==> config.mk <==
export PLATFORM = sky130hd
export DESIGN_NAME = pcb_div
export DESIGN_NICKNAME = d
export VERILOG_FILES = /design/src/hdl/pcb_pkg.sv /design/src/hdl/pcb_div.sv
export SDC_FILE = /design/constraint.sdc
export NUM_CORES = 1
export LEC_CHECK = 0
export BUFFER_PORTS_ARGS = -buffer_cell sky130_fd_sc_hd__buf_4
export CORE_ASPECT_RATIO = 2
export CORE_UTILIZATION = 35
export DETAILED_ROUTE_END_ITERATION = 10
export GPL_TIMING_DRIVEN = 1
export PLACE_DENSITY = 0.56
export SYNTH_ARGS = -nofsm -noshare
export SYNTH_HDL_FRONTEND = slang
export SYNTH_SLANG_ARGS = --single-unit
==> constraint.sdc <==
create_clock -name clk -period 7.3 [get_ports clk]
set_clock_uncertainty 0.2 [all_clocks]
set_input_delay 1.46 -clock clk [delete_from_list [all_inputs] [get_ports clk]]
set_output_delay 1.46 -clock clk [all_outputs]
set_load 0.005 [all_outputs]
==> src/hdl/pcb_pkg.sv <==
// Shared types, codes and constants of the point cloud max-height binner.
package pcb_pkg;

  localparam int unsigned GRID_CELLS_DEFAULT = 65536;

  localparam int unsigned COORD_W   = 32;
  localparam int unsigned SIZE_W    = 20;
  localparam int unsigned WIDTH_W   = 17;
  localparam int unsigned MASK_W    = 64;
  localparam int unsigned CLASS_W   = 8;
  localparam int unsigned RIDX_W    = 16;
  localparam int unsigned STATUS_W  = 3;
  localparam int unsigned PROD_W    = COORD_W + WIDTH_W;
  localparam int unsigned SUM_W     = PROD_W + 1;
  localparam int unsigned PADDR_W   = 6;
  localparam int unsigned PDATA_W   = 64;
  localparam int unsigned REG_SEL_W = 3;

  // Divider: two restoring steps per clock
  localparam int unsigned DIV_STEPS  = 2;
  localparam int unsigned DIV_CYCLES = COORD_W / DIV_STEPS;
  localparam int unsigned DIV_CNT_W  = $clog2(DIV_CYCLES);

  localparam logic [STATUS_W-1:0] STATUS_BINNED   = 3'd0;
  localparam logic [STATUS_W-1:0] STATUS_REJECTED = 3'd1;
  localparam logic [STATUS_W-1:0] STATUS_OUTSIDE  = 3'd2;
  localparam logic [STATUS_W-1:0] STATUS_BEYOND   = 3'd3;
  localparam logic [STATUS_W-1:0] STATUS_READ     = 3'd4;

  localparam logic CMD_BIN  = 1'b0;
  localparam logic CMD_READ = 1'b1;

  localparam logic [REG_SEL_W-1:0] REG_ORIGIN_X     = 3'd0;
  localparam logic [REG_SEL_W-1:0] REG_ORIGIN_Y     = 3'd1;
  localparam logic [REG_SEL_W-1:0] REG_LIMIT_X      = 3'd2;
  localparam logic [REG_SEL_W-1:0] REG_LIMIT_Y      = 3'd3;
  localparam logic [REG_SEL_W-1:0] REG_CELL_SIZE    = 3'd4;
  localparam logic [REG_SEL_W-1:0] REG_GRID_WIDTH   = 3'd5;
  localparam logic [REG_SEL_W-1:0] REG_INCLUDE_MASK = 3'd6;
  localparam logic [REG_SEL_W-1:0] REG_EXCLUDE_MASK = 3'd7;

  typedef struct packed {
    logic                      command;
    logic signed [COORD_W-1:0] point_x;
    logic signed [COORD_W-1:0] point_y;
    logic signed [COORD_W-1:0] point_z;
    logic [CLASS_W-1:0]        point_class;
    logic [RIDX_W-1:0]         read_index;
  } req_t;

  typedef struct packed {
    logic [STATUS_W-1:0]       status;
    logic [RIDX_W-1:0]         cell_index;
    logic signed [COORD_W-1:0] cell_height;
    logic                      cell_has_data;
  } rsp_t;

  typedef struct packed {
    logic signed [COORD_W-1:0] origin_x;
    logic signed [COORD_W-1:0] origin_y;
    logic signed [COORD_W-1:0] limit_x;
    logic signed [COORD_W-1:0] limit_y;
    logic [SIZE_W-1:0]         cell_size;
    logic [WIDTH_W-1:0]        grid_width;
    logic [MASK_W-1:0]         include_mask;
    logic [MASK_W-1:0]         exclude_mask;
  } cfg_t;

  typedef enum logic [9:0] {
    S_CLEAR = 10'b0000000001,
    S_IDLE  = 10'b0000000010,
    S_CHECK = 10'b0000000100,
    S_DIVX  = 10'b0000001000,
    S_DIVY  = 10'b0000010000,
    S_MUL   = 10'b0000100000,
    S_ADD   = 10'b0001000000,
    S_IDX   = 10'b0010000000,
    S_LOOK  = 10'b0100000000,
    S_UPD   = 10'b1000000000
  } state_t;

endpackage

==> src/hdl/pcb_div.sv <==
// Shared restoring divider: 32-bit dividend by 20-bit divisor, two quotient bits per clock.
module pcb_div (
  input  logic                       clk,
  input  logic                       rst,
  input  logic                       start,
  input  logic [pcb_pkg::COORD_W-1:0] dividend,
  input  logic [pcb_pkg::SIZE_W-1:0]  divisor,
  output logic                       done,
  output logic [pcb_pkg::COORD_W-1:0] quotient
);
  import pcb_pkg::*;

  logic                 busy;
  logic [DIV_CNT_W-1:0] cnt;
  logic [SIZE_W-1:0]    den;
  logic [SIZE_W-1:0]    rem;
  logic [COORD_W-1:0]   dq;
  logic [SIZE_W-1:0]    rem_next;
  logic [COORD_W-1:0]   dq_next;

  always_comb begin
    logic [SIZE_W:0]    trial;
    logic [SIZE_W-1:0]  r;
    logic [COORD_W-1:0] q;
    r = rem;
    q = dq;
    for (int i = 0; i < DIV_STEPS; i++) begin
      trial = {r, q[COORD_W-1]};
      q     = {q[COORD_W-2:0], 1'b0};
      if (trial >= {1'b0, den}) begin
        trial = trial - {1'b0, den};
        q[0]  = 1'b1;
      end
      r = trial[SIZE_W-1:0];
    end
    rem_next = r;
    dq_next  = q;
  end

  always_ff @(posedge clk) begin
    if (rst) begin
      busy <= 1'b0;
      done <= 1'b0;
      cnt  <= '0;
    end else begin
      done <= 1'b0;
      if (start) begin
        busy <= 1'b1;
        cnt  <= '0;
      end else if (busy) begin
        cnt <= cnt + 1'b1;
        if (cnt == DIV_CNT_W'(DIV_CYCLES - 1)) begin
          busy <= 1'b0;
          done <= 1'b1;
        end
      end
    end
  end

  always_ff @(posedge clk) begin
    if (start) begin
      den <= divisor;
      rem <= '0;
      dq  <= dividend;
    end else if (busy) begin
      rem <= rem_next;
      dq  <= dq_next;
    end
  end

  assign quotient = dq;

endmodule

### Yosys cells after proc, flatten, opt, wreduce, memory -nomap -nowiden

Cells that the tools add are included.

* add/subtract/negate cells: 3
* $lt $le $gt $ge: 2
* equality and inequality tests: 1
* multiplexer cells: 10
* bitwise logic cells: 1
* reductions and logical operators: 3

Operators with widths (number)
* $mux W32: 2
* $ge A21 B20 Y1: 2
* $mux W20: 2
* $sub A20 B20 Y20: 2
* $mux W1: 6
* $add A4 B1 Y4 const B: 1
* $eq A4 B4 Y1 const B: 1
* $reduce_or A3 Y1: 1
* $reduce_bool A2 Y1: 1
* $reduce_or A2 Y1: 1
* $not A1 Y1: 1

* bits in registers: 78
* input bits: 55
* output and inout bits: 33
* word-level logic and storage cells: 26

### Depth between registers and ports, before layout

* depth after elaboration: 6
* mapped depth: 24
* gate-level depth less buffers: 20

### Worst setup path after synthesis

Ideal clock, no wire load.

* kind: flip-flop to flip-flop
* from: register den[2]
* to: register rem[3]
* arrival time: 4731 ps
* path slack: 2225 ps
* stages on the path, launching flop included: 23
* buffers on the path: 3
* period minus slack after synthesis: 5075 ps
* path through: edfxtp_1 inv_1 ha_1 a21oi_1 a211oi_2 o21ai_0 nand2_1 a221oi_2 clkbuf_1 buf_1 nand2_1 o21ai_0 ha_1 nor2b_1 o31a_1 o31ai_1 a21o_1 or3_1 o21ai_0 a2111oi_4 buf_2 nand3b_1 o311ai_0

* cells in the longest elaborated chain, start to end: 4

RTL lines
* start, declared: line pcb_div.sv:15 `logic [SIZE_W-1:0] den;`
* start signal, assigned: line pcb_div.sv:62 `den <= divisor;`
* $sub A20 B20 Y20 or $ge A21 B20 Y1 (tied branches): line pcb_div.sv:31, pcb_div.sv:30
* $mux W20: line pcb_div.sv:30 `if (trial >= {1'b0, den}) begin`
* $sub A20 B20 Y20 or $ge A21 B20 Y1 (tied branches): line pcb_div.sv:31, pcb_div.sv:30
* $mux W20 *: line pcb_div.sv:30
* end signal, assigned: line pcb_div.sv:66 `rem <= rem_next;`
* end, declared: line pcb_div.sv:16 `logic [SIZE_W-1:0] rem;`

Mark *: on every way between the ends. The rest lies on a longest branch, timed or not.
A chain may end at the register's enable or synchronous reset.

### Final worst setup path

* from: register den[10]
* to: register rem[5]

* cells in the longest elaborated chain, start to end: 4

RTL lines (line)
* $ge A21 B20 Y1 or $sub A20 B20 Y20 (tied branches): pcb_div.sv:30, pcb_div.sv:31
* $mux W20: pcb_div.sv:30
* $sub A20 B20 Y20 or $ge A21 B20 Y1 (tied branches): pcb_div.sv:31, pcb_div.sv:30
* $mux W20 *: pcb_div.sv:30

Marked as above.

==> run_results.csv <==
group,metric,value,unit
cts,insertion_delay,0.34,ns
floorplan,num_io_pins,88,
timing,finalCritPeriodShare,0.8394,
place,place.gp.congestion,0.8930,
global_routing,antenna_found_initial,0,
critical_path,cp_top_family,"compound AO/OA/AOI/OAI gates",
critical_path,path_buf_inv,2,
logic_synthesis,syn_area_per_cell,9.913,sq um
logic_synthesis,synth_top_area_frac,0.2961,
critical_path,crit_path_cell_trace,"inv_1, ha_1, and3_1, and2_1, nand3_1, o31ai_1, a221oi_4, o21ai_0, ha_1, nor2b_1, o31a_1, o31ai_1, a21o_1, or3_1, o21ai_0, a2111oi_4, buf_4, nor4bb_1, a311o_1",
timing,period_needed,6.128,ns
timing,finalHoldViolations,0,
place,port_buffers,87,
cts,cts_max_level,3,
logic_synthesis,synthFlopType,"edfxtp_1",
timing,worstMarginPinSlew,0.6853,ns
critical_path,worst_path_max_delay_cell,"a2111oi_4",
cts,clockBufferDepth,2,
cells_and_area,final_cell_mix,"buf_4 (92), edfxtp_1 (52), nand2_1 (41), ha_1 (41), o21ai_0 (35)",
critical_path,reg2reg_slack,1.17,ns
detailed_routing,wirelength,14700,microns
logic_synthesis,seq_area_frac_synth,0.3948,
logic_synthesis,synth-edff-count,52,
cts,clk_pin_slew,0.06,ns
critical_path,cp_data_required_time,7.33,ns
pwr,p_leak,0.002740,uW
detailed_routing,num_vias,4427,
cts,numCtsBuffers,9,
cells_and_area,nets,714,
job,drv_cap,0,
logic_synthesis,yosysTopAreaCell,"edfxtp_1",
detailed_routing,first_pass_iters,5,
timing,tns,0,ns
logic_synthesis,syn_inst,532,
logic_synthesis,synth.cell_area,0.005274,sq mm
logic_synthesis,ys_types,62,
detailed_routing,routedWlPerCell,18.01,microns
cts,post_cts_buffers,0,
detailed_routing,viasPerCell,5.425,
critical_path,end_kind,"register",
detailed_routing,first_iter_violations,178,
cells_and_area,syn_to_final_growth,22.11,%
timing,finalMaxSlewViolations,0,
detailed_routing,ant_nets,0,
detailed_routing,drc,0,
global_routing,grt_pass1_wl,23560,microns
global_routing,grt_max_degree,40,
cts,root_buffer,"clkbuf_16",
critical_path,start_kind,"register",
outcome,outcome,"finished clean",
floorplan,initial_core_util,0.3578,
place,detailed_place_hpwl,11560,microns
floorplan,placementRows,63,
floorplan,die_w,88.80,microns
cells_and_area,fin_area,0.006440,sq mm
critical_path,cp.arrival,6.15,ns
floorplan,core-area,0.01474,sq mm
timing,setup_viol,0,
cells_and_area,antenna_cells,0,
cts,cts_tree,"done",
pwr,p_per_area,399.7,mW/mm^2
logic_synthesis,ys_ff_latch,78,
floorplan,die_y,175.6,microns
pwr,ir_drop,0.2017,mV
timing,fmax,163.2,MHz
critical_path,crit_fanout,22,
logic_synthesis,syn_nets,630,
worst_hold_path,min_path_type,"reg2reg",
critical_path,critPathKind,"reg2reg",
global_routing,grt_pass1_vias,4656,
global_routing,overflow,0,
cells_and_area,drive_gt1_frac,0.2335,
logic_synthesis,async_flop_share,0,
cts,cts_resized,0,
logic_synthesis,yosysWarnings,0,
cts,ctsHoldBuffers,0,
floorplan,dieArea,0.01559,sq mm
cells_and_area,final_common_cell,"buf_4",
timing,rsz0062_at_grt,"false",
cts,cts_sinks,78,
global_routing,track_usage,0.2039,
cells_and_area,num-fill-cells,1434,
critical_path,slowest_delay,0.54,ns
timing,slew-limit-headroom,0.5414,
place,placed_area,0.006131,sq mm
logic_synthesis,synth_area_leaders,"edfxtp_1 (30%), dfxtp_1 (9.9%), ha_1 (9.7%), mux2_2 (6.6%), o21ai_0 (3.3%)",
worst paths after layout:
kind / start / to / cells past startpoint
min: cnt[3] / done / 2
max: den[10] / rem[5] / 19
max reg2reg: den[10] / rem[5] / 19
min reg2reg: cnt[3] / done / 2
power breakdown:
part           leakage (uW)  total [uW]  internal [uW]  switching [uW]
clock network      0.000147         480            299             180
logic               0.00186        1490            631             861
registers          0.000731         602            548            54.2
synth_stat cells, types with 3 or more instances:
library cell	count
edfxtp_1	52
and3_1	5
a21oi_1	31
and4_1	3
dfxtp_1	26
nand2_1	41
nand2b_1	4
o21ai_0	35
a31oi_1	4
nor4_1	3
nand3_1	13
inv_1	33
nor2_1	32
nand3b_1	3
a211oi_1	19
o21bai_1	5
mux2_2	31
o311ai_0	3
a21o_1	12
xor2_1	12
or3_1	3
o21a_1	6
nand4_1	5
o31ai_1	3
nor3_1	8
clkbuf_1	13
xnor2_1	18
a221oi_1	3
and2_1	3
ha_1	41
o22ai_1	4
nor2b_1	4
mux2i_1	15
area by class of cell:
| type | count | area (sq um) | area share |
|---|---|---|---|
| Sequential cell | 78 | 2082 | 0.3233 |
| Multi-Input combinational cell | 399 | 2979 | 0.4626 |
| Clock buffer | 12 | 236.5 | 0.03672 |
| Clock inverter | 4 | 72.57 | 0.01127 |
| Tap cell | 195 | 244.0 | 0.03789 |
| Inverter | 36 | 135.1 | 0.02098 |
| Timing Repair Buffer | 92 | 690.7 | 0.1072 |
cells by family after synthesis:
| logic type | count (synthesis) | synth area share |
|---|---|---|
| AOI/OAI and AO/OA | 149 | 0.1943 |
| xor gates and xnor gates | 30 | 0.04982 |
| adders and majority gates | 43 | 0.1049 |
| buffers and inverters | 55 | 0.04247 |
| DFF | 78 | 0.3948 |
| muxes | 46 | 0.09466 |
| and+or+nand+nor | 131 | 0.1191 |
routing by layer:
| layer | vias to the layer above | GRT usage | share of wire |
|---|---|---|---|
| met3 | 41 | 0.03102 | 0.030 |
| met1 | 2091 | 0.1894 | 0.34 |
| met2 | 128 | 0.3984 | 0.58 |
| met4 | 0 | 0.1149 | 0.047 |
| li1 | 2167 | - | - |
| met5 | - | 0 | 0 |
flip-flops by register name (all words and copies together) (netlist names):
name / flops
rem: 20
busy: 1
quotient: 32
done: 1
den: 20
cnt: 4
tightest hold or removal path, delay by kind of cell (launching register included):
| family | cells | cell delay, ns |
|---|---|---|
| flip-flops | 1 | 0.32 |
| AND/OR/NAND/NOR | 2 | 0.14 |
per-stage QoR:
stage | hold slack (ns) | cells | total power (uW) | util | setup WS, ns
floorplan | 0.2621 | 532 | 1722 | - | 2.225
global placement | 0.2919 | 800 | 2061 | 0.4159 | 1.421
detailed placement | 0.2993 | 800 | 2093 | 0.4159 | 1.238
CTS | 0.3106 | 816 | 2585 | 0.4369 | 1.194
global route | 0.3463 | 816 | 2759 | 0.4369 | 0.7279
finish | 0.3087 | 816 | 2574 | 0.4369 | 1.172
Power figures use the tool's default switching activity.
