<file path="config.mk">
export PLATFORM = sky130hd
export DESIGN_NAME = pcb_regs
export DESIGN_NICKNAME = d
export VERILOG_FILES = /design/src/hdl/pcb_pkg.sv /design/src/hdl/pcb_regs.sv
export SDC_FILE = /design/constraint.sdc
export NUM_CORES = 1
export LEC_CHECK = 0
export BUFFER_PORTS_ARGS = -buffer_cell sky130_fd_sc_hd__buf_2
export CAP_MARGIN = 20
export CORE_ASPECT_RATIO = 0.5
export CORE_MARGIN = 3
export CORE_UTILIZATION = 54
export CTS_CLUSTER_DIAMETER = 60
export DETAILED_ROUTE_END_ITERATION = 10
export PLACE_DENSITY = 0.85
export SLEW_MARGIN = 25
export SYNTH_ARGS = -nofsm -noshare
export SYNTH_HDL_FRONTEND = slang
export SYNTH_SLANG_ARGS = --single-unit
</file>
<file path="constraint.sdc">
create_clock -name clk -period 2.4 [get_ports clk]
set_input_delay 0.24 -clock clk [delete_from_list [all_inputs] [get_ports clk]]
set_output_delay 0.24 -clock clk [all_outputs]
set_load 0.02 [all_outputs]
</file>
<file path="src/hdl/pcb_pkg.sv">
// Shared types, codes and constants of the point cloud max-height binner.
package pcb_pkg;

  localparam int unsigned GRID_CELLS_DEFAULT = 65536;

  localparam int unsigned COORD_W   = 32;
  localparam int unsigned SIZE_W    = 20;
  localparam int unsigned WIDTH_W   = 17;
  localparam int unsigned MASK_W    = 64;
  localparam int unsigned CLASS_W   = 8;
  localparam int unsigned RIDX_W    = 16;
  localparam int unsigned STATUS_W  = 3;
  localparam int unsigned PROD_W    = COORD_W + WIDTH_W;
  localparam int unsigned SUM_W     = PROD_W + 1;
  localparam int unsigned PADDR_W   = 6;
  localparam int unsigned PDATA_W   = 64;
  localparam int unsigned REG_SEL_W = 3;

  // Divider: two restoring steps per clock
  localparam int unsigned DIV_STEPS  = 2;
  localparam int unsigned DIV_CYCLES = COORD_W / DIV_STEPS;
  localparam int unsigned DIV_CNT_W  = $clog2(DIV_CYCLES);

  localparam logic [STATUS_W-1:0] STATUS_BINNED   = 3'd0;
  localparam logic [STATUS_W-1:0] STATUS_REJECTED = 3'd1;
  localparam logic [STATUS_W-1:0] STATUS_OUTSIDE  = 3'd2;
  localparam logic [STATUS_W-1:0] STATUS_BEYOND   = 3'd3;
  localparam logic [STATUS_W-1:0] STATUS_READ     = 3'd4;

  localparam logic CMD_BIN  = 1'b0;
  localparam logic CMD_READ = 1'b1;

  localparam logic [REG_SEL_W-1:0] REG_ORIGIN_X     = 3'd0;
  localparam logic [REG_SEL_W-1:0] REG_ORIGIN_Y     = 3'd1;
  localparam logic [REG_SEL_W-1:0] REG_LIMIT_X      = 3'd2;
  localparam logic [REG_SEL_W-1:0] REG_LIMIT_Y      = 3'd3;
  localparam logic [REG_SEL_W-1:0] REG_CELL_SIZE    = 3'd4;
  localparam logic [REG_SEL_W-1:0] REG_GRID_WIDTH   = 3'd5;
  localparam logic [REG_SEL_W-1:0] REG_INCLUDE_MASK = 3'd6;
  localparam logic [REG_SEL_W-1:0] REG_EXCLUDE_MASK = 3'd7;

  typedef struct packed {
    logic                      command;
    logic signed [COORD_W-1:0] point_x;
    logic signed [COORD_W-1:0] point_y;
    logic signed [COORD_W-1:0] point_z;
    logic [CLASS_W-1:0]        point_class;
    logic [RIDX_W-1:0]         read_index;
  } req_t;

  typedef struct packed {
    logic [STATUS_W-1:0]       status;
    logic [RIDX_W-1:0]         cell_index;
    logic signed [COORD_W-1:0] cell_height;
    logic                      cell_has_data;
  } rsp_t;

  typedef struct packed {
    logic signed [COORD_W-1:0] origin_x;
    logic signed [COORD_W-1:0] origin_y;
    logic signed [COORD_W-1:0] limit_x;
    logic signed [COORD_W-1:0] limit_y;
    logic [SIZE_W-1:0]         cell_size;
    logic [WIDTH_W-1:0]        grid_width;
    logic [MASK_W-1:0]         include_mask;
    logic [MASK_W-1:0]         exclude_mask;
  } cfg_t;

  typedef enum logic [9:0] {
    S_CLEAR = 10'b0000000001,
    S_IDLE  = 10'b0000000010,
    S_CHECK = 10'b0000000100,
    S_DIVX  = 10'b0000001000,
    S_DIVY  = 10'b0000010000,
    S_MUL   = 10'b0000100000,
    S_ADD   = 10'b0001000000,
    S_IDX   = 10'b0010000000,
    S_LOOK  = 10'b0100000000,
    S_UPD   = 10'b1000000000
  } state_t;

endpackage

</file>
<file path="src/hdl/pcb_regs.sv">
// APB-style configuration register file.
module pcb_regs (
  input  logic                        clk,
  input  logic                        rst,
  input  logic                        psel,
  input  logic                        penable,
  input  logic                        pwrite,
  input  logic [pcb_pkg::PADDR_W-1:0] paddr,
  input  logic [pcb_pkg::PDATA_W-1:0] pwdata,
  output logic [pcb_pkg::PDATA_W-1:0] prdata,
  output logic                        pready,
  output pcb_pkg::cfg_t               cfg
);
  import pcb_pkg::*;

  logic [REG_SEL_W-1:0] sel;

  assign sel    = paddr[PADDR_W-1:PADDR_W-REG_SEL_W];
  assign pready = 1'b1;

  always_ff @(posedge clk) begin
    if (rst) begin
      cfg.origin_x     <= '0;
      cfg.origin_y     <= '0;
      cfg.limit_x      <= 32'sd255;
      cfg.limit_y      <= 32'sd255;
      cfg.cell_size    <= SIZE_W'(1);
      cfg.grid_width   <= WIDTH_W'(256);
      cfg.include_mask <= '1;
      cfg.exclude_mask <= '0;
    end else if (psel && penable && pwrite && pready) begin
      unique case (sel)
        REG_ORIGIN_X:     cfg.origin_x     <= pwdata[COORD_W-1:0];
        REG_ORIGIN_Y:     cfg.origin_y     <= pwdata[COORD_W-1:0];
        REG_LIMIT_X:      cfg.limit_x      <= pwdata[COORD_W-1:0];
        REG_LIMIT_Y:      cfg.limit_y      <= pwdata[COORD_W-1:0];
        REG_CELL_SIZE:    cfg.cell_size    <= pwdata[SIZE_W-1:0];
        REG_GRID_WIDTH:   cfg.grid_width   <= pwdata[WIDTH_W-1:0];
        REG_INCLUDE_MASK: cfg.include_mask <= pwdata;
        REG_EXCLUDE_MASK: cfg.exclude_mask <= pwdata;
        default: ;
      endcase
    end
  end

  always_comb begin
    unique case (sel)
      REG_ORIGIN_X:     prdata = PDATA_W'(unsigned'(cfg.origin_x));
      REG_ORIGIN_Y:     prdata = PDATA_W'(unsigned'(cfg.origin_y));
      REG_LIMIT_X:      prdata = PDATA_W'(unsigned'(cfg.limit_x));
      REG_LIMIT_Y:      prdata = PDATA_W'(unsigned'(cfg.limit_y));
      REG_CELL_SIZE:    prdata = PDATA_W'(cfg.cell_size);
      REG_GRID_WIDTH:   prdata = PDATA_W'(cfg.grid_width);
      REG_INCLUDE_MASK: prdata = cfg.include_mask;
      REG_EXCLUDE_MASK: prdata = cfg.exclude_mask;
      default:          prdata = '0;
    endcase
  end

endmodule

</file>
# Word-level counts from Yosys, hierarchy flattened
# Cells that the tools add are included.
[word_totals] register_bits=293 input_bits=75 wordCells=27
[op_classes] n_eq_ne=7 mux=1 reduce_logical=11
[ops] cell="$pmux W64 S8" n=1
[ops] cell="$reduce_and A2 Y1" n=8
[ops] cell="$eq A3 B3 Y1 const B" n=4
[ops] cell="$eq A3 B2 Y1 const B" n=2
[ops] cell="$eq A3 B1 Y1 const B" n=1
[ops] cell="$logic_not A3 Y1" n=1
[ops] cell="$logic_and A1 B1 Y1" n=2

# Depth between registers and ports, before layout
# Gate-level depths: netlist of run 1.
[depth] depth_word=3 ltp_mapped=7

# Worst setup path before layout of run 1
# OpenSTA, ideal clock, no wires.
[synth_path] path_kind="input-to-output" start="in paddr[3] (netlist bit)" end="out prdata[21] (netlist bit)" arrival_ns=1.501 required_time_ns=2.160 setup_slack_ns=0.659 path_stages=7 path_buffers=3 path_cell_list="buf_2 buf_2 buf_4 mux2i_1 nor2_1 a21oi_1 o21ai_0"
[synth_between] elab_chain_len=2
[synth_lines] item="start, declared" line="pcb_regs.sv:8" rtl="input logic [pcb_pkg::PADDR_W-1:0] paddr,"
[synth_lines] item="$eq A3 B3 Y1 (tied with other cells)" line="pcb_regs.sv:47" rtl="unique case (sel)"
[synth_lines] item="$pmux W64 S8 (*)" line="pcb_regs.sv:47"
[synth_lines] item="end, declared" line="pcb_regs.sv:10" rtl="output logic [pcb_pkg::PDATA_W-1:0] prdata,"
# Every way passes the cells marked *; elsewhere a longest branch is shown, timed or not.

# Final worst setup path of run 1
[layout_path] start="in paddr[4] (netlist bit)" end="out prdata[22] (netlist bit)"
# Same word-level chain as after synthesis.

==> results of run 1 <==
power by group through the flow:
stage	Combinational (W)	Sequential [W]	Clock, W
2_1_floorplan	0.000532	0.00510	0
3_3_place_gp	0.000923	0.00505	0
3_5_place_dp	0.000934	0.00505	0
4_1_cts	0.000997	0.00494	0.00437
5_1_grt	0.00108	0.00494	0.00456
6_report	0.00102	0.00494	0.00434
path summary, 6_finish.rpt:
kind / start / endpoint / slack [ns] / cells after the start
worst max-delay path: paddr[4] / prdata[22] / 0.27 / 6
worst min-delay path: pwdata[28] / cfg[193] / 0.02 / 3
worst max register to register: cfg[202] / cfg[202] / 1.58 / 3
worst min register to register: cfg[227] / cfg[227] / 0.47 / 2
metrics by stage:
step / total power [W] / instances / setup WS [ns] / util
after global placement: 0.00597 / 2258 / 0.352 / 0.675
final: 0.0103 / 2352 / 0.272 / 0.735
after CTS: 0.0103 / 2349 / 0.346 / 0.735
after global routing: 0.0106 / 2349 / 0.221 / 0.735
after detailed placement: 0.00598 / 2258 / 0.349 / 0.675
after floorplan: 0.00563 / 1621 / 0.659 / -
critical path: stages:
cell and delay [ns]:
buf_4 0.35, buf_4 0.31, and2_1 0.44, a21oi_1 0.14, a21oi_1 0.18, buf_2 0.20
per-layer routing:
metal / GRT usage / vias to the layer above / wire length (µm)
li1: - / 6233 / -
met1: 0.461 / 6482 / 18000
met2: 0.593 / 944 / 22100
met3: 0.0615 / 190 / 4920
met4: 0.170 / 2 / 2350
met5: 0 / - / 16
cell type report:
type                       instances  area, µm²
multi-input combinational       1162       6050
clock inverter                     8        100
sequential                       293       5870
clock buffer                      38        777
timing repair buffer             530       3150
fill                            1675       5910
antenna                            3       7.51
inverter                          18       67.6
tap                              300        375
cell families (layout without fill, tap and decap cells):
kind of cell | Yosys count | in the layout
and+or+nand+nor | 752 | 752
other | 1 | 4
buffers and inverters | 166 | 594
muxes | 62 | 62
AOI/OAI and AO/OA | 347 | 347
DFF | 293 | 293
synth_stat cells:
library cell,count
a211o_1,10
a211oi_1,1
a21oi_1,232
a221oi_1,29
a222oi_1,1
a22o_1,32
a22oi_1,2
a31oi_1,1
and2_1,2
and3_1,1
and4_1,1
and4b_1,1
buf_2,71
buf_4,8
buf_6,4
clkbuf_1,65
conb_1,1
dfxtp_1,293
inv_1,18
mux2_2,4
mux2i_1,55
mux4_2,3
nand2_1,588
nand2b_1,4
nand3_1,2
nand3_2,1
nand3b_1,75
nand4_2,1
nand4b_4,1
nor2_1,58
nor2_2,3
nor2b_1,7
nor3_1,2
nor3_2,2
o21ai_0,10
o22a_1,3
o22ai_1,5
o2bb2ai_1,21
or3_1,3
repair_timing:
item                                    in CTS  in global routing
hold endpoints to repair                   117                  0
buffers inserted                             0                  0
hold buffers                                45                  0
resized for setup                            0                  0
endpoints found under the setup margin       0                  0
==> results.yml, run 1 <==
cells_and_area:
  top_register: "cfg"
  syn_to_final_growth_pct: 29.7
  finalInstanceArea_um2: 16400
  drive_gt1_frac: 0.266
  largest_reg_flops: 293
  fin_nets: 2106
  final_common_cell: "nand2_1"
  final_cell_mix: "nand2_1, buf_2, dfxtp_1"
  reg_top3: "cfg (293)"
detailed_routing:
  wl_per_cell_um: 20.2
  via_per_inst: 5.89
  drc: 0
  dr.pass1.iters: 8
  wirelength_um: 47400
  drt_iter0_drc: 1891
  ant_nets: 0
  route.vias.total: 13900
yosys:
  yosys.area_share.adder: 0
  synth_area_per_cell_um2: 7.80
  synth-compound-area-share: 0.167
  synth_top_family_by_area: "simple AND/OR/NAND/NOR gates"
  synth-seq-area-share: 0.464
  syn-cell-area_um2: 12600
  ys_types: 39
  synth_top_area_share: 0.464
  synth-simple-area-share: 0.255
  ys_warn_count: 0
  syn-num-nets: 1696
  yosys-mux-area-fraction: 0.0525
  synthCells: 1621
  yosysTopAreaCell: "dfxtp_1"
  synth_area_leaders: "dfxtp_1, nand2_1, a21oi_1, nand3b_1, mux2i_1"
  ys_seq_elements: 293
  synthXorXnorAreaFrac: 0
sta:
  setup_viol: 0
  min_period_ns: 2.13
  slew_headroom: 0.499
  setup_tns_ns: 0
  tightest_slew_ns: 0.752
  whs_ns: 0.0179
  hold_violations: 0
  rsz0062_at_grt: "false"
  clock_skew_ns: 0
  timing.fmax_mhz: 470
  post-route-period-util: 0.887
  finalMaxSlewViolations: 0
global_route:
  antenna_found_initial: 1
  grt_pass1_wl_um: 73500
  grt_max_degree: 113
  grt_pass1_vias: 13200
  grt.overflow.total: 0
  grtUsageTotal: 0.358
clock_tree:
  clk_latency_ns: 0.52
  clockBufferDepth: 3
  clk_transition_reported_paths_ns: 0.07
  cts_tree: "built"
  numCtsBuffers: 26
  cts_sinks: 293
  clock-root-buffer: "clkbuf_16"
  htree_levels: 1
outcome:
  outcome: "finished clean"
power:
  p_int_w: 0.00774
  p_seq_frac: 0.479
  p_clk_frac: 0.422
  ir_drop_uv: 452
  switching_share: 0.249
  p_per_area_nw_per_um2: 629
  p_sw_w: 0.00257
  p_leak_nw: 7.29
  comb_power_share: 0.099
floorplan:
  core_um2: 22300
  ios: 433
  rows: 38
  dieArea_um2: 25400
  die_y_um: 114
  start_util: 0.567
  fp.dieW_um: 222
placement:
  place_area_um2: 15100
  gp_congestion: 0.927
  portBuffers: 428
  dp_hpwl_um: 31000
worst_hold_path:
  worstHoldPathType: "in2reg"
worst_setup_path:
  cp_max_fo: 30
  critPathKind: "in2out"
  crit_path_end_kind: "output pin"
  arrival_ns: 1.89
  start_kind: "primary input"
  required_ns: 2.16
job:
  cap_violations: 0
No activity file was read; power rests on OpenSTA's default activity.
==> run 2: changes to the inputs <==
- GPL_TIMING_DRIVEN: unset -> 0
==> run 2 against run 1 <==
Effect of this change:
- the flow now finishes with violations (setup timing)
- total power grew 1.9%
- register-to-register slack about the same
- via count is 7.4% higher
- non-clock buffer count increased by 71
- clock skew did not move
- worst hold slack is essentially flat
- sequential power hardly changed
- worst setup slack lost 0.28 ns
- routed wire length is 16% higher
- critical path depth rose by 2
- largest power group unchanged
- highest routed layer unchanged
==> results.yml, run 2 (synthesis results as in run 1) <==
outcome:
  outcome: "complete, but fails checks"
  violations: "setup timing"
power:
  ir_drop_uv: 439
  p_leak_nw: 7.35
  p_per_area_nw_per_um2: 641
  p_total_w: 0.0105
sta:
  fin_ws_ns: -0.0114
  timing.fmax_mhz: 415
  tightest_slew_ns: 0.874
  rsz0062_at_grt: "false"
  finalMaxSlewViolations: 0
  post-route-period-util: 1.00
  min_period_ns: 2.41
  hold_violations: 0
  slew_headroom: 0.417
  setup_viol: 1
  clock_skew_ns: 0
worst_setup_path:
  start_kind: "primary input"
  startpoint: "paddr[4]"
  required_ns: 2.16
  arrival_ns: 2.17
  slowest_delay_ns: 0.46
  cp_common_cell: "buf_2"
  timing.rr.start: "cfg[144]"
  crit_slowest_cell: "clkbuf_1"
  cp_max_fo: 10
  critPathKind: "in2out"
  critical_path.top_delay_family: "buffers and inverters"
  crit_path_end_kind: "output pin"
  crit_buf_inv: 4
  crit_chain: "buf_2 > nor2b_1 > clkbuf_1 > buf_2 > a221oi_1 > a221oi_1 > nor2_1 > buf_2"
global_route:
  grt_max_degree: 17
  grt_pass1_wl_um: 81100
  antenna_found_initial: 5
  grt.overflow.total: 0
  grt_pass1_vias: 13700
  busiest_layer: "met2"
  use_met2: 0.643
  met1_usage: 0.517
  grtUsageTotal: 0.411
  grtUsageMet3: 0.126
cells_and_area:
  top_register: "cfg"
  largest_reg_flops: 293
  final_cell_mix: "nand2_1, buf_2, dfxtp_1"
  syn_to_final_growth_pct: 29.7
  utilization: 0.735
  drive_gt1_frac: 0.260
  final_common_cell: "nand2_1"
  fin_nets: 2176
  finalInstanceArea_um2: 16400
  reg_top3: "cfg (293)"
detailed_routing:
  wirelength_um: 55100
  wl_per_cell_um: 22.7
  drc: 0
  via_per_inst: 6.14
  route.vias.total: 14900
  drt_iter0_drc: 2267
  dr.pass1.iters: 6
  ant_nets: 0
clock_tree:
  clockBufferDepth: 3
  htree_levels: 1
  clk_transition_reported_paths_ns: 0.07
  cts_sinks: 293
  clock-root-buffer: "clkbuf_16"
  clk_latency_ns: 0.54
  numCtsBuffers: 25
  cts_tree: "built"
worst_hold_path:
  hp-start: "pwdata[28]"
  worstHoldPathType: "in2reg"
job:
  cap_violations: 0
floorplan:
  rows: 38
  fp.dieW_um: 222
  die_y_um: 114
  start_util: 0.567
  core_um2: 22300
  ios: 433
  dieArea_um2: 25400
placement:
  gp_congestion: 0.967
  portBuffers: 409
  dp_hpwl_um: 38500
  place_area_um2: 15100
run 2: changes by cell type in the layout (fill, tap and decap cells not counted), sizes merged:
cell,before,now
clkbuf,39,101
buf,484,492
clkinvlp,4,0
clkinv,2,5
bufinv,2,4
diode,3,4
dlygate4sd3,45,44
inv,18,19
run 2: layout make-up:
| type | count | area [µm²] |
|---|---|---|
| Clock buffer | 36 | 717 |
| Antenna cell | 4 | 10.0 |
| Fill cell | 1779 | 5910 |
| Multi-Input combinational cell | 1162 | 6000 |
| Tap cell | 300 | 375 |
| Clock inverter | 10 | 154 |
| Timing Repair Buffer | 453 | 2490 |
| Buffer | 148 | 708 |
| Inverter | 18 | 67.6 |
| Sequential cell | 293 | 5870 |
run 2: power by group:
group / internal (W) / total [W] / switching (W) / leakage, nW
sequential: 0.00490 / 0.00494 / 0.0000407 / 2.37
clock: 0.00252 / 0.00445 / 0.00194 / 0.432
combinational: 0.000364 / 0.00110 / 0.000739 / 4.55
total: 0.00778 / 0.0105 / 0.00272 / 7.35
run 2: worst paths after layout:
check | endpoint | slack (ns) | depth (start not counted)
min reg2reg | cfg[259] | 0.47 | 2
min | cfg[257] | 0.02 | 3
max | prdata[2] | -0.01 | 8
max reg2reg | cfg[144] | 1.58 | 2
run 2: timing repair:
item / in CTS / in global routing
setup endpoints to repair: 0 / 9
buffers inserted: 0 / 0
hold buffers: 43 / 1
resized for setup: 0 / 10
hold endpoints to repair: 92 / 1
run 2: layer usage:
layer	up-vias	wire length (µm)
met5	-	27
met2	1293	24000
met1	6901	19700
met4	4	3520
li1	6375	-
met3	305	7900
run 2: worst min-delay path: cells and delay by family:
family / cells / cell delay (ns)
AND/OR/NAND/NOR: 1 / 0.07
buffers and inverters: 1 / 0.16
AO/OA/AOI/OAI: 1 / 0.05
run 2: through the flow:
stage,hold WS [ns],setup WS (ns),instances,setup TNS [ns]
after floorplan,0.361,0.659,1621,0
after global placement,0.453,0.0183,2330,0
after CTS,0.00113,0.0429,2419,0
final,0.0180,-0.0114,2424,-0.0114
after detailed placement,0.459,0.0524,2330,0
after global routing,0.0147,0.00265,2423,0
==> run 3: changes to the inputs <==
==> constraint.sdc (replaced) <==
create_clock -name clk -period 2.4 [get_ports clk]
set_input_delay 0.48 -clock clk [delete_from_list [all_inputs] [get_ports clk]]
set_output_delay 0.48 -clock clk [all_outputs]
set_load 0.02 [all_outputs]
==> run 3 against run 2 <==
Effect of this change:
- global-route usage is 0.87 points lower
- critical endpoint is now prdata[10]
- design area is 0.40% lower
- largest cell class unchanged
- worst hold slack better by 0.14 ns
- non-clock buffer count is 42 lower
- die area stayed put
- the flow still finishes with violations (setup timing)
- fmax is 2.6% lower
==> results.yml, run 3 (synthesis results as in run 1) <==
outcome:
  outcome: "complete, but fails checks"
  violations: "setup timing"
worst_setup_path:
  critPathKind: "in2out"
  arrival_ns: 1.99
  cp_max_fo: 10
  crit_path_end_kind: "output pin"
  reg2reg_to: "cfg[199]"
  required_ns: 1.92
  start_kind: "primary input"
  timing.rr.start: "cfg[199]"
  r2r_slack_ns: 1.57
  r2r_cells: 3
floorplan:
  core_um2: 22300
  dieArea_um2: 25400
  start_util: 0.567
  fp.dieW_um: 222
  die_y_um: 114
  ios: 433
  rows: 38
sta:
  setup_viol: 11
  finalMaxSlewViolations: 0
  timing.fmax_mhz: 404
  rsz0062_at_grt: "true"
  clock_skew_ns: 0
  post-route-period-util: 1.03
  min_period_ns: 2.47
  fin_ws_ns: -0.0749
  slew_headroom: 0.437
  hold_violations: 0
  tightest_slew_ns: 0.844
power:
  p_total_w: 0.0105
  p_leak_nw: 7.30
  ir_drop_uv: 439
  p_per_area_nw_per_um2: 644
detailed_routing:
  wl_per_cell_um: 23.0
  wirelength_um: 54900
  dr.pass1.iters: 7
  drt_iter0_drc: 2230
  route.vias.total: 14500
  drc: 0
  via_per_inst: 6.10
  ant_nets: 0
placement:
  dp_hpwl_um: 38500
  portBuffers: 409
  gp_congestion: 0.967
  placed_cells: 2330
worst_hold_path:
  min_to: "cfg[99]"
  holdPathStages: 3
  hp-start: "pwdata[35]"
  worstHoldPathType: "in2reg"
job:
  cap_violations: 0
cells_and_area:
  syn_to_final_growth_pct: 29.2
  largest_reg_flops: 293
  final_cell_mix: "nand2_1, buf_2, dfxtp_1"
  top_register: "cfg"
  drive_gt1_frac: 0.282
  final_common_cell: "nand2_1"
  final_cells: 2381
  reg_top3: "cfg (293)"
  fin_nets: 2134
global_route:
  grt_pass1_wl_um: 79200
  grtUsageMet3: 0.118
  grt_max_degree: 17
  use_met2: 0.624
  met1_usage: 0.514
  antenna_found_initial: 5
  grt_pass1_vias: 13300
  grtUsageTotal: 0.402
  busiest_layer: "met2"
  grt.overflow.total: 0
clock_tree:
  htree_levels: 1
  clockBufferDepth: 3
  clock-root-buffer: "clkbuf_16"
  clk_latency_ns: 0.54
  cts_sinks: 293
  cts_tree: "built"
  clk_transition_reported_paths_ns: 0.07
  numCtsBuffers: 25
  cts_hold_buf: 0
run 3: area by class of cell:
type                            instances  area, µm²
Multi-Input combinational cell       1162       6110
Fill cell                            1771       5980
Sequential cell                       293       5870
Timing Repair Buffer                  413       2110
Buffer                                146        906
Clock buffer                           36        717
Tap cell                              300        375
Clock inverter                         10        154
Inverter                               18       67.6
Antenna cell                            3       7.51
run 3: critical path, stage by stage:
cell,delay (ns)
buf_2,0.12
buf_4,0.19
nand2b_2,0.25
nor2_4,0.09
buf_8,0.17
a221oi_1,0.43
nor2_1,0.08
buf_2,0.17
run 3: routing by layer:
layer  up-vias  wire (µm)
li1       6278          -
met1      6778      20200
met2      1202      23900
met3       262       7430
met4         4       3350
met5         -         21
run 3: worst max path at each step:
stage               startpoint          to  slack, ns  depth (start not counted)
floorplan             paddr[3]  prdata[21]       0.18                          7
global placement      paddr[4]  prdata[13]      -0.46                          7
detailed placement    paddr[4]   prdata[9]      -0.43                          7
CTS                   paddr[5]   prdata[0]      -0.01                          8
global route          paddr[5]  prdata[13]      -0.06                          7
finish                paddr[5]  prdata[10]      -0.07                          8
run 3: metrics by stage:
| stage | cell area, µm² | utilization | setup WS (ns) | setup TNS, ns | hold WS, ns |
|---|---|---|---|---|---|
| floorplan | 12600 | - | 0.179 | 0 | 0.541 |
| global placement | 15100 | 0.675 | -0.462 | -15.05 | 0.453 |
| detailed placement | 15100 | 0.675 | -0.428 | -15.49 | 0.459 |
| CTS | 16100 | 0.722 | -0.0131 | -0.0258 | 0.144 |
| global route | 16300 | 0.732 | -0.0560 | -0.266 | 0.155 |
| finish | 16300 | 0.732 | -0.0749 | -0.265 | 0.159 |
run 3: what timing repair did:
item / CTS / global route
buffers inserted: 0 / 2
gates resized for setup: 58 / 42
setup endpoints to repair: 62 / 62
cloned: 0 / 2
pin swaps: 1 / 2
run 3: where the power goes:
group | internal, W | switching [W] | leakage, nW
Sequential | 0.00490 | 0.0000408 | 2.37
Combinational | 0.000370 | 0.000748 | 4.50
Clock | 0.00252 | 0.00194 | 0.432
Total | 0.00779 | 0.00273 | 7.30
